--- src/rtl/core/adls_pkg.sv ---
// Shared types and constants for the antialiased dashed line stepper.
// No dependencies; imported by every module in rtl/core.
package adls_pkg;

  localparam int COORD_BITS   = 12;
  localparam int FRAC_BITS    = 8;
  localparam int COLOR_BITS   = 32;
  localparam int PATTERN_BITS = 32;
  localparam int PAT_IDX_BITS = $clog2(PATTERN_BITS);
  localparam int DIV_CNT_BITS = $clog2(FRAC_BITS);
  localparam int RGB_BITS     = COLOR_BITS - FRAC_BITS;

  localparam int IN_FIELD_BITS  = 4 * COORD_BITS + COLOR_BITS + PATTERN_BITS;
  localparam int IN_DATA_BITS   = ((IN_FIELD_BITS + 7) / 8) * 8;
  localparam int OUT_FIELD_BITS = 4 * COORD_BITS + 2 * COLOR_BITS;
  localparam int OUT_DATA_BITS  = ((OUT_FIELD_BITS + 7) / 8) * 8;

  typedef enum logic {
    CMD_LOAD = 1'b0,
    CMD_STEP = 1'b1
  } cmd_t;

  typedef enum logic [1:0] {
    S_IDLE,
    S_DIV,
    S_EMIT
  } state_t;

  typedef struct packed {
    logic load;
    logic div_init;
    logic div_step;
    logic emit;
  } dp_cmd_t;

  typedef struct packed {
    logic active;
    logic div_last;
  } dp_sts_t;

  typedef struct packed {
    logic                  main_valid;
    logic [COORD_BITS-1:0] main_x;
    logic [COORD_BITS-1:0] main_y;
    logic [COLOR_BITS-1:0] main_color;
    logic                  extra_valid;
    logic [COORD_BITS-1:0] extra_x;
    logic [COORD_BITS-1:0] extra_y;
    logic [COLOR_BITS-1:0] extra_color;
    logic                  last_step;
  } result_t;

endpackage

--- src/rtl/core/adls_ctrl.sv ---
// Sequencer for the line stepper: accepts beats, runs the coverage divide,
// hands each finished position to the output register. Uses adls_pkg.
module adls_ctrl
  import adls_pkg::*;
(
  input  logic    clk,
  input  logic    rst_n,
  input  logic    in_tvalid,
  input  cmd_t    in_cmd,
  input  logic    out_free,
  input  dp_sts_t sts,
  output logic    in_tready,
  output dp_cmd_t dp_cmd
);

  state_t state_r, state_nxt;

  always_ff @(posedge clk) begin
    if (!rst_n) begin
      state_r <= S_IDLE;
    end else begin
      state_r <= state_nxt;
    end
  end

  always_comb begin
    state_nxt = state_r;
    in_tready = 1'b0;
    dp_cmd    = '0;
    unique case (state_r)
      S_IDLE: begin
        in_tready = 1'b1;
        if (in_tvalid) begin
          if (in_cmd == CMD_LOAD) begin
            dp_cmd.load = 1'b1;
          end else if (sts.active) begin
            dp_cmd.div_init = 1'b1;
            state_nxt       = S_DIV;
          end
          // a step with no live line is dropped
        end
      end
      S_DIV: begin
        dp_cmd.div_step = 1'b1;
        if (sts.div_last) begin
          state_nxt = S_EMIT;
        end
      end
      S_EMIT: begin
        if (out_free) begin
          dp_cmd.emit = 1'b1;
          state_nxt   = S_IDLE;
        end
      end
      default: state_nxt = S_IDLE;
    endcase
  end

endmodule

--- src/rtl/core/adls_datapath.sv ---
// Line state, incremental minor-axis stepping and a shift-subtract divider
// for the 8-bit coverage fraction. Uses adls_pkg; driven by adls_ctrl.
module adls_datapath
  import adls_pkg::*;
(
  input  logic                    clk,
  input  logic                    rst_n,
  input  dp_cmd_t                 dp_cmd,
  input  logic [COORD_BITS-1:0]   start_x,
  input  logic [COORD_BITS-1:0]   start_y,
  input  logic [COORD_BITS-1:0]   end_x,
  input  logic [COORD_BITS-1:0]   end_y,
  input  logic [COLOR_BITS-1:0]   line_color,
  input  logic [PATTERN_BITS-1:0] dash_pattern,
  output dp_sts_t                 sts,
  output result_t                 res
);

  // line state
  logic                    active_r;
  logic [COORD_BITS-1:0]   ind_r, major_r, minor_r, err_r, quo_r, org_x_r, org_y_r;
  logic                    steep_r, neg_r;
  logic [COLOR_BITS-1:0]   color_r;
  logic [PATTERN_BITS-1:0] pattern_r;

  // divider
  logic [COORD_BITS-1:0]   rem_r;
  logic [FRAC_BITS-1:0]    num_lo_r;
  logic [FRAC_BITS-1:0]    frac_r;
  logic [DIV_CNT_BITS-1:0] cnt_r;

  // load-time geometry
  logic [COORD_BITS-1:0]   dx, dy;
  logic                    neg_ld;

  assign dx     = (start_x > end_x) ? start_x - end_x : end_x - start_x;
  assign dy     = (start_y > end_y) ? start_y - end_y : end_y - start_y;
  assign neg_ld = ((start_x < end_x) && (end_y < start_y)) ||
                  ((end_x < start_x) && (start_y < end_y));

  // err * 255 as (err << 8) - err
  logic [COORD_BITS+FRAC_BITS-1:0] num;
  assign num = {err_r, {FRAC_BITS{1'b0}}} - {{FRAC_BITS{1'b0}}, err_r};

  logic [COORD_BITS:0] trial;
  logic                fit;
  assign trial = {rem_r, num_lo_r[FRAC_BITS-1]};
  assign fit   = trial >= {1'b0, major_r};

  logic [COORD_BITS:0] err_sum;
  logic                last;
  assign err_sum = {1'b0, err_r} + {1'b0, minor_r};
  assign last    = ind_r >= major_r;

  always_ff @(posedge clk) begin
    if (!rst_n) begin
      active_r <= 1'b0;
      cnt_r    <= '0;
    end else begin
      if (dp_cmd.load) begin
        active_r <= !((dx == '0) && (dy == '0));
      end else if (dp_cmd.emit && last) begin
        active_r <= 1'b0;
      end
      if (dp_cmd.div_init) begin
        cnt_r <= '0;
      end else if (dp_cmd.div_step) begin
        cnt_r <= cnt_r + 1'b1;
      end
    end
  end

  always_ff @(posedge clk) begin
    if (dp_cmd.load) begin
      steep_r   <= dy > dx;
      major_r   <= (dy > dx) ? dy : dx;
      minor_r   <= (dy > dx) ? dx : dy;
      neg_r     <= neg_ld;
      org_x_r   <= (start_x < end_x) ? start_x : end_x;
      org_y_r   <= (start_y < end_y) ? start_y : end_y;
      color_r   <= line_color;
      pattern_r <= dash_pattern;
      ind_r     <= '0;
      err_r     <= '0;
      quo_r     <= '0;
    end else if (dp_cmd.emit && !last) begin
      ind_r <= ind_r + 1'b1;
      if (err_sum >= {1'b0, major_r}) begin
        err_r <= COORD_BITS'(err_sum - {1'b0, major_r});
        quo_r <= quo_r + 1'b1;
      end else begin
        err_r <= COORD_BITS'(err_sum);
      end
    end

    // quotient fits in FRAC_BITS because err < major
    if (dp_cmd.div_init) begin
      rem_r    <= num[COORD_BITS+FRAC_BITS-1:FRAC_BITS];
      num_lo_r <= num[FRAC_BITS-1:0];
      frac_r   <= '0;
    end else if (dp_cmd.div_step) begin
      rem_r    <= fit ? COORD_BITS'(trial - {1'b0, major_r}) : COORD_BITS'(trial);
      num_lo_r <= {num_lo_r[FRAC_BITS-2:0], 1'b0};
      frac_r   <= {frac_r[FRAC_BITS-2:0], fit};
    end
  end

  assign sts.active   = active_r;
  assign sts.div_last = (cnt_r == DIV_CNT_BITS'(FRAC_BITS - 1));

  // position formatting
  logic [COORD_BITS-1:0] sub, nsub, mx, my, ex, ey;
  logic                  gate, frac_nz;

  assign sub     = neg_r ? minor_r - quo_r : quo_r;
  assign nsub    = neg_r ? sub - 1'b1 : sub + 1'b1;
  assign mx      = steep_r ? org_x_r + sub  : org_x_r + ind_r;
  assign my      = steep_r ? org_y_r + ind_r : org_y_r + sub;
  assign ex      = steep_r ? org_x_r + nsub : mx;
  assign ey      = steep_r ? my : org_y_r + nsub;
  assign gate    = pattern_r[ind_r[PAT_IDX_BITS-1:0]];
  assign frac_nz = frac_r != '0;

  always_comb begin
    res           = '0;
    res.last_step = last;
    if (gate) begin
      res.main_valid = 1'b1;
      res.main_x     = mx;
      res.main_y     = my;
      res.main_color = color_r ^ {frac_r, {RGB_BITS{1'b0}}};
      if (frac_nz) begin
        res.extra_valid = 1'b1;
        res.extra_x     = ex;
        res.extra_y     = ey;
        res.extra_color = {frac_r, color_r[RGB_BITS-1:0]};
      end
    end
  end

endmodule

--- src/rtl/core/antialiased_dashed_line_stepper.sv ---
// Top level of the antialiased dashed line stepper: stream ports, output
// register, controller and datapath. Uses adls_pkg, adls_ctrl, adls_datapath.
//
// A load beat (tuser = 0) gives no result; a line whose endpoints coincide
// is dropped. A step beat (tuser = 1) on a live line is accepted, runs
// through the shift-subtract divider that forms the coverage fraction (one
// quotient bit a cycle), and then moves the pixel pair into the output
// register. A step with no live line is dropped. The output register lets
// the next beat be accepted while a result still waits; a stalled result
// holds the datapath only while it waits to enter the output register.
// The line covers major length + 1 positions; tlast marks the final one.
module antialiased_dashed_line_stepper
  import adls_pkg::*;
(
  input  logic                     clk,
  input  logic                     rst_n,
  input  logic                     in_tvalid,
  output logic                     in_tready,
  // [0] cmd
  input  logic                     in_tuser,
  // start_x, start_y, end_x, end_y, line_color, dash_pattern (low to high)
  input  logic [IN_DATA_BITS-1:0]  in_tdata,
  output logic                     out_tvalid,
  input  logic                     out_tready,
  // [0] main_valid, [1] extra_valid
  output logic [1:0]               out_tuser,
  // main_x, main_y, main_color, extra_x, extra_y, extra_color (low to high)
  output logic [OUT_DATA_BITS-1:0] out_tdata,
  output logic                     out_tlast
);

  localparam int SY  = COORD_BITS;
  localparam int EX  = 2 * COORD_BITS;
  localparam int EY  = 3 * COORD_BITS;
  localparam int COL = 4 * COORD_BITS;
  localparam int PAT = COL + COLOR_BITS;

  dp_cmd_t dp_cmd;
  dp_sts_t sts;
  result_t res;
  result_t out_res_r;
  logic    out_tvalid_r;
  logic    out_free;

  assign out_free = !out_tvalid_r || out_tready;

  adls_ctrl u_ctrl (
    .clk       (clk),
    .rst_n     (rst_n),
    .in_tvalid (in_tvalid),
    .in_cmd    (cmd_t'(in_tuser)),
    .out_free  (out_free),
    .sts       (sts),
    .in_tready (in_tready),
    .dp_cmd    (dp_cmd)
  );

  adls_datapath u_dp (
    .clk          (clk),
    .rst_n        (rst_n),
    .dp_cmd       (dp_cmd),
    .start_x      (in_tdata[SY-1:0]),
    .start_y      (in_tdata[EX-1:SY]),
    .end_x        (in_tdata[EY-1:EX]),
    .end_y        (in_tdata[COL-1:EY]),
    .line_color   (in_tdata[PAT-1:COL]),
    .dash_pattern (in_tdata[PAT+PATTERN_BITS-1:PAT]),
    .sts          (sts),
    .res          (res)
  );

  always_ff @(posedge clk) begin
    if (!rst_n) begin
      out_tvalid_r <= 1'b0;
    end else if (dp_cmd.emit) begin
      out_tvalid_r <= 1'b1;
    end else if (out_tready) begin
      out_tvalid_r <= 1'b0;
    end
  end

  always_ff @(posedge clk) begin
    if (dp_cmd.emit) begin
      out_res_r <= res;
    end
  end

  assign out_tvalid = out_tvalid_r;
  assign out_tuser  = {out_res_r.extra_valid, out_res_r.main_valid};
  assign out_tlast  = out_res_r.last_step;
  assign out_tdata  = OUT_DATA_BITS'({out_res_r.extra_color, out_res_r.extra_y,
                                      out_res_r.extra_x, out_res_r.main_color,
                                      out_res_r.main_y, out_res_r.main_x});

  // a new result never overwrites one that has not been taken
  a_emit_free: assert property (@(posedge clk) disable iff (!rst_n)
    dp_cmd.emit |-> (!out_tvalid_r || out_tready))
    else $error("result emitted over a pending beat");

  a_emit_shows: assert property (@(posedge clk) disable iff (!rst_n)
    dp_cmd.emit |=> out_tvalid)
    else $error("emitted result not presented");

  a_extra_needs_main: assert property (@(posedge clk) disable iff (!rst_n)
    out_tvalid |-> (!out_tuser[1] || out_tuser[0]))
    else $error("neighbor pixel without main pixel");

  a_busy_no_accept: assert property (@(posedge clk) disable iff (!rst_n)
    (dp_cmd.div_step || dp_cmd.div_init) |-> !(dp_cmd.load || dp_cmd.emit))
    else $error("conflicting datapath commands");

endmodule

--- config.mk ---
export PLATFORM = sky130hd
export DESIGN_NAME = antialiased_dashed_line_stepper
export DESIGN_NICKNAME = d
export VERILOG_FILES = /design/src/rtl/core/adls_pkg.sv /design/src/rtl/core/adls_ctrl.sv /design/src/rtl/core/adls_datapath.sv /design/src/rtl/core/antialiased_dashed_line_stepper.sv
export SDC_FILE = /design/constraint.sdc
export NUM_CORES = 1
export LEC_CHECK = 0
export ABC_AREA = 1
export BUFFER_PORTS_ARGS = -buffer_cell sky130_fd_sc_hd__buf_2
export CORE_AREA = 2 2 198 200
export CTS_BUF_LIST = sky130_fd_sc_hd__clkbuf_8
export DETAILED_ROUTE_END_ITERATION = 10
export DIE_AREA = 0 0 200 202
export PLACE_DENSITY = 0.75
export SETUP_SLACK_MARGIN = 0.3
export SYNTH_ARGS = -nofsm -noshare
export SYNTH_HDL_FRONTEND = slang
export SYNTH_SLANG_ARGS = --single-unit
--- constraint.sdc ---
create_clock -name clk -period 9.95 [get_ports clk]
set_clock_uncertainty 0.1 [all_clocks]
set_input_delay 1.99 -clock clk [delete_from_list [all_inputs] [get_ports clk]]
set_output_delay 1.99 -clock clk [all_outputs]
set_load 0.02 [all_outputs]
* Word-level counts from Yosys, hierarchy flattened
Index checks and enable logic that the tools add are counted.
Word-level totals: logic and storage cells 130, flip-flop bits (word level) 300
Operators by class: bitwise gates (word level) 2, order comparisons 11, add/sub/neg operators 20, muxes and demuxes 41, eq/ne operators 8, reductions and logical operators 21
Operator list (number):
- 12-bit two-way mux | 16
- 114-bit two-way mux | 1
- 12-bit subtractor | 7
- 12-bit adder | 6
- 57-bit two-way mux | 1
- 12-bit < comparator | 4
- 12-bit by 1-bit adder with 12-bit output (second input constant) | 3
- 12-bit > comparator | 3
- 32-bit XOR | 1
- 13-bit by 12-bit greater-or-equal comparator with 1-bit output | 2
- 12-bit logical NOT | 2
- 20-bit by 12-bit subtractor with 20-bit output | 1
- 8-bit two-way mux | 2
- 2-bit two-way mux | 7
- 12-bit by 12-bit adder with 13-bit output | 1
- 12-bit greater-or-equal comparator | 1
- 1-bit two-way mux | 12
- 12-bit by 1-bit subtractor with 12-bit output (second input constant) | 1
- 2-bit != test (second input constant) | 4
- 8-bit nonzero test | 1
- 5-bit by 6-bit < comparator with 1-bit output (second input constant) | 1
- 2-bit one-hot mux with 3 select lines | 1
- 2-bit nonzero test | 3
- 1-bit binary-select mux with 5-bit select | 1
- 13 further kinds | 21

* Longest topological paths before layout
word-level depth 8, gate-level depth with buffers 29

* Hierarchy
A second synthesis with hierarchy kept.
Unflattened totals: cells, all modules 2480, area total of the unflattened synthesis 20345.8 um^2
By module, submodules not included:
- adls_datapath | cells an instance 2338, times used 1, area each 16714.8 um^2
- antialiased_dashed_line_stepper | cells an instance 121, times used 1, area each 3499.6 um^2
- adls_ctrl | cells an instance 21, times used 1, area each 131.4 um^2

* Worst setup path before layout
OpenSTA, ideal clock, no wires.
path kind input to register, from input out_tready, to register u_dp.quo_r[9], data arrival time 7930 ps, required time 9516 ps, slack 1586 ps, stages 9, cell sequence nor2_1 > nor2_1 > inv_1 > nor2_1 > buf_2 > nand2_2 > buf_2 > nand2_1 > a21oi_1
RTL lines:
- start, declared | line antialiased_dashed_line_stepper.sv:24 | input logic out_tready,
- end signal, assigned | line adls_datapath.sv:90 | quo_r <= quo_r + 1'b1;
- end, declared | line adls_datapath.sv:21 | logic [COORD_BITS-1:0] ind_r, major_r, minor_r, err_r, quo_r, org_x_r, org_y_r;

* Worst setup path in the final report
from register u_dp.minor_r[0], to register out_res_r, in the netlist out_tdata[79] (data pin)
On the way: word-level cells in the longest chain between the ends 6, elaborated cells between the ends (all ways) 9, classes of those cells 5 x add/sub; 4 x mux
Ends and longest elaborated chain:
- start, declared | line adls_datapath.sv:21
- start signal, assigned | line adls_datapath.sv:77 | minor_r <= (dy > dx) ? dx : dy;
- 12-bit subtractor (*) | line adls_datapath.sv:115 | assign sub = neg_r ? minor_r - quo_r : quo_r;
- 12-bit two-way mux (*) | line adls_datapath.sv:115
- 12-bit by 1-bit adder with 12-bit output or 12-bit by 1-bit subtractor with 12-bit output (tied branches) | line adls_datapath.sv:116 | assign nsub = neg_r ? sub - 1'b1 : sub + 1'b1;
- 12-bit two-way mux | line adls_datapath.sv:116
- 12-bit adder | line adls_datapath.sv:120 | assign ey = steep_r ? my : org_y_r + nsub;
- 12-bit two-way mux (*) | line adls_datapath.sv:120
- end signal, assigned | line antialiased_dashed_line_stepper.sv:84 | out_res_r <= res;
- end, declared | line antialiased_dashed_line_stepper.sv:41 | result_t out_res_r;
Every way passes the cells marked *; elsewhere a longest branch is shown, timed or not. A chain may end at the register's enable or synchronous reset.

==> results.md <==
- Cell type with the largest total area after synthesis: edfxtp_1
- Util after Layout: 0.609
- Hold/Removal Path Class: flip-flop to flip-flop
- Mux cell area share after synthesis: 0.00103
- Synth Register Bits: 300
- Number of top-level pins: about 230
- Num CTS Buffers: between 40 and 50
- Avg Cell Area, Syn: roughly 8 um^2
- Buffers on Ports: 233
- F_max: between 0.15 and 0.2 GHz
- Cell area after synthesis: a little over 20000 um^2
- Most used cell, CP: nand3_1
- Total Routing Usage GR: 0.281
- R2R Setup Slk: roughly 4400 ps
- CP Max Fanout: 4
- Max cap viols: 0
- Post-synth top area share: 0.361
- First-pass detailed-route iteration total: 8
- Post-DR wirelength/cell: ~17 um
- Sequential share of the synthesized area: 0.410
- CTS tree: yes
- Routed vias/inst: ~5.5
- Gate power share: 0.385
- EDFF count, synth: between 200 and 250
- Status: finished clean
- Later-pin clock latency in the skew report: roughly 600 ps
- Reg2Reg Depth: 27
- Crit. Startpoint: u_dp.minor_r[0]
- Reg-to-reg critical path endpoint: out_tdata[79]
- RSZ-0062 raised after global routing: false
- Overflow after GRT: 0
- Worst Hold Launch: u_dp.cnt_r[1]
- WHS: 373 ps
- Hold Violations, Final: 0
- Clock Power Share: 0.266
- Post-synthesis adder-cell area fraction: 0.119
- Critical Path AT: 5780 ps
- Dpl hpwl: 44600 um
- Layout cells sized above 1: 0.148
- Routed WL: ~58000 um
- Routed Antenna Nets: 0
- Die W: 200 um
- Via count: between 15000 and 20000
- Die Ht: just over 200 um
- Vias in the first global route: 17200
- Reg-to-Reg Start: u_dp.minor_r[0]
- Switching power: 1.64 mW
- # rows: 72
- Pwr/cell area: roughly 190 nW/um^2
- Synth Warn #: 0
- Sw frac: 0.379
- Initial antenna violation count: 0
- Layout Area Growth over Synthesis: 12.6%
- Worst VDD drop: 112 uV
- Total Power: 4.33 mW
- Reg clk slew, reported paths: ~60 ps
- Internal power: roughly 2.7 mW
- Initial Utilization: 0.541
- H-tree lvl count: 2
- FFs w/ async S/R, synth: 0
- Core footprint: about 38000 um^2
- Fin Setup TNS: 0 ps
- Critical Path End Type: flip-flop
- Minimum clock period: between 5000 and 6000 ps
- Placed Cells: ~3200
- Slew margin rel.: 0.178
- Post-Synth XOR/XNOR Area: 0.0469
- WS Path Type: flip-flop to flip-flop
- Min-Delay Path Depth: 2
- Hold Buf Count CTS: 0
- GPL Wtd Cong: 0.976
- Synth Area in Compound Gates: 0.139
- Worst Tran Pin Value: approximately 1200 ps
- WP data required: roughly 10000 ps
- Main combinational cell family by area after synthesis: simple AND/OR/NAND/NOR gates
- Slowest cell on crit path: o22ai_1
- Leakage: around 11 nW
- CTS Buffer Depth: 3
- PostCTS Resize Cnt: 0
- Clk root buf: clkbuf_8
- CTS sink cnt: 300
- Net count after synthesis: ~2800
- CP startpoint kind: flip-flop
- Finished Layout Cells: ~3300
- Period utilization: 0.557
- DRC viols: 0
- Largest net degree at the start of global routing: 73
- Nets@finish: a little over 3000
- Ranking of synthesized cells by area: edfxtp_1, ha_1, nand2_1, inv_1, o21ai_0
- Post-synthesis cell count: ~2500
- Fin. max-slew vios: 0
- Top FF cell, synth: edfxtp_1
- Synth unique cells: 66
- Final setup fails: 0
- Die Footprint: approximately 40000 um^2
- Part of the power in registers: 0.350
- Slowest stage delay, CP: about 530 ps
- Synth Area in Simple Gates: 0.199
- First-pass GRT wire length: roughly 89000 um
- Post-CTS Setup Inserts: 0
- DRT iter0 DRCs: approximately 1200
- Hold Crit Endpoint: u_dp.cnt_r[1]
[layout by cell type (no fill, tap or decap), types with 5 or more instances in the layout]
cell type	count
o21ai_0	209
clkbuf_8	53
a21oi_2	8
xnor2_1	28
nand2_1	458
a211oi_1	10
o21ai_2	7
xor2_1	83
nor3_1	30
inv_2	14
nand4_1	21
nor4_1	8
o21ai_1	15
a21oi_1	194
nand3_1	107
nand2_2	31
buf_4	12
nand3_2	12
nand3b_1	5
fa_1	13
buf_2	233
ha_1	176
o21bai_1	9
a31oi_1	8
clkinv_1	16
o22ai_1	9
inv_1	365
bufinv_16	6
nor2_1	250
edfxtp_1	249
dfxtp_1	51
o21a_1	8
or2_2	8
o211ai_1	12
[stage by stage]
stage	worst slack, ps	cell area [um^2]
after floorplan	1590	20700
after global placement	4060	22300
after detailed placement	3930	22300
after CTS	4560	23300
after global routing	4120	23300
final	4410	23300
[sequential cells by signal, summed over array words and instances (netlist names)]
signal          count
out_tvalid          1
out_tdata         112
u_dp.neg_r          1
u_dp.cnt_r          3
u_dp.rem_r         12
u_dp.steep_r        1
u_dp.err_r         12
out_tlast           1
u_dp.ind_r         12
u_dp.org_y_r       12
out_tuser           2
u_dp.color_r       32
u_dp.quo_r         12
u_ctrl.state_r      2
u_dp.minor_r       12
u_dp.major_r       12
u_dp.num_lo_r       8
u_dp.active_r       1
u_dp.org_x_r       12
u_dp.frac_r         8
u_dp.pattern_r     32
[power by group through the flow]
| stage | sequential (mW) | clock (mW) | combinational [mW] |
|---|---|---|---|
| global placement | 1.54 | 0 | 1.60 |
| floorplan | 1.52 | 0 | 1.25 |
| CTS | 1.51 | 1.17 | 1.65 |
| finish | 1.51 | 1.15 | 1.67 |
| global route | 1.52 | 1.22 | 1.87 |
| detailed placement | 1.54 | 0 | 1.63 |
[worst max-delay path by stage]
| stage | endpoint | slack (ps) | depth (start not counted) |
|---|---|---|---|
| floorplan | u_dp.quo_r[9] | 1590 | 9 |
| global placement | u_dp.major_r[9] | 4060 | 23 |
| detailed placement | u_dp.major_r[9] | 3930 | 23 |
| CTS | u_dp.major_r[9] | 4560 | 23 |
| global route | u_dp.major_r[9] | 4120 | 23 |
| finish | out_tdata[79] | 4410 | 27 |
[metal layers]
layer / global-route usage / vias to the layer above / share of wire
met5: 0 / - / 0
met4: 0.119 / 0 / 0.041
met3: 0.0479 / 138 / 0.081
met2: 0.466 / 693 / 0.46
met1: 0.362 / 8314 / 0.41
li1: - / 8878 / -
[worst max-delay path: cells and delay by family, from the launching register on]
family          cells  cell delay (ps)
fa+ha+maj           4             1350
simple gates       13             1180
compound gates      5             1070
xor+xnor            2              850
flops               1              450
buf+inv             3              250
[cells in the mapped netlist, types with 21 or more instances]
cell type,instances
ha_1,176
nand2_1,459
edfxtp_1,249
nand3_1,107
dfxtp_1,51
inv_1,355
nor2_1,251
nand4_1,21
xnor2_1,28
xor2_1,83
clkbuf_1,34
nor3_1,31
buf_2,21
o21ai_0,210
nand2_2,30
a21oi_1,194
[kinds of logic (layout without fill, tap and decap cells)]
kind of cell    Yosys count  in the layout
xor+xnor                111            111
flops                   300            300
simple gates            953            953
buf+inv                 444            706
fa+ha+maj               189            189
mux                       2              2
other cells               0              2
compound gates          517            517
[layout make-up]
class | instances | area [um^2]
flip-flops and latches | 300 | 8500
clock buffers | 53 | 729
repair buffers | 245 | 1260
fillers | 3375 | 15000
clock inverters | 34 | 310
well taps | 518 | 648
diodes | 2 | 5.00
multi-input cells | 1772 | 10500
inverters | 374 | 1410
No activity file was read; power rests on OpenSTA's default activity.
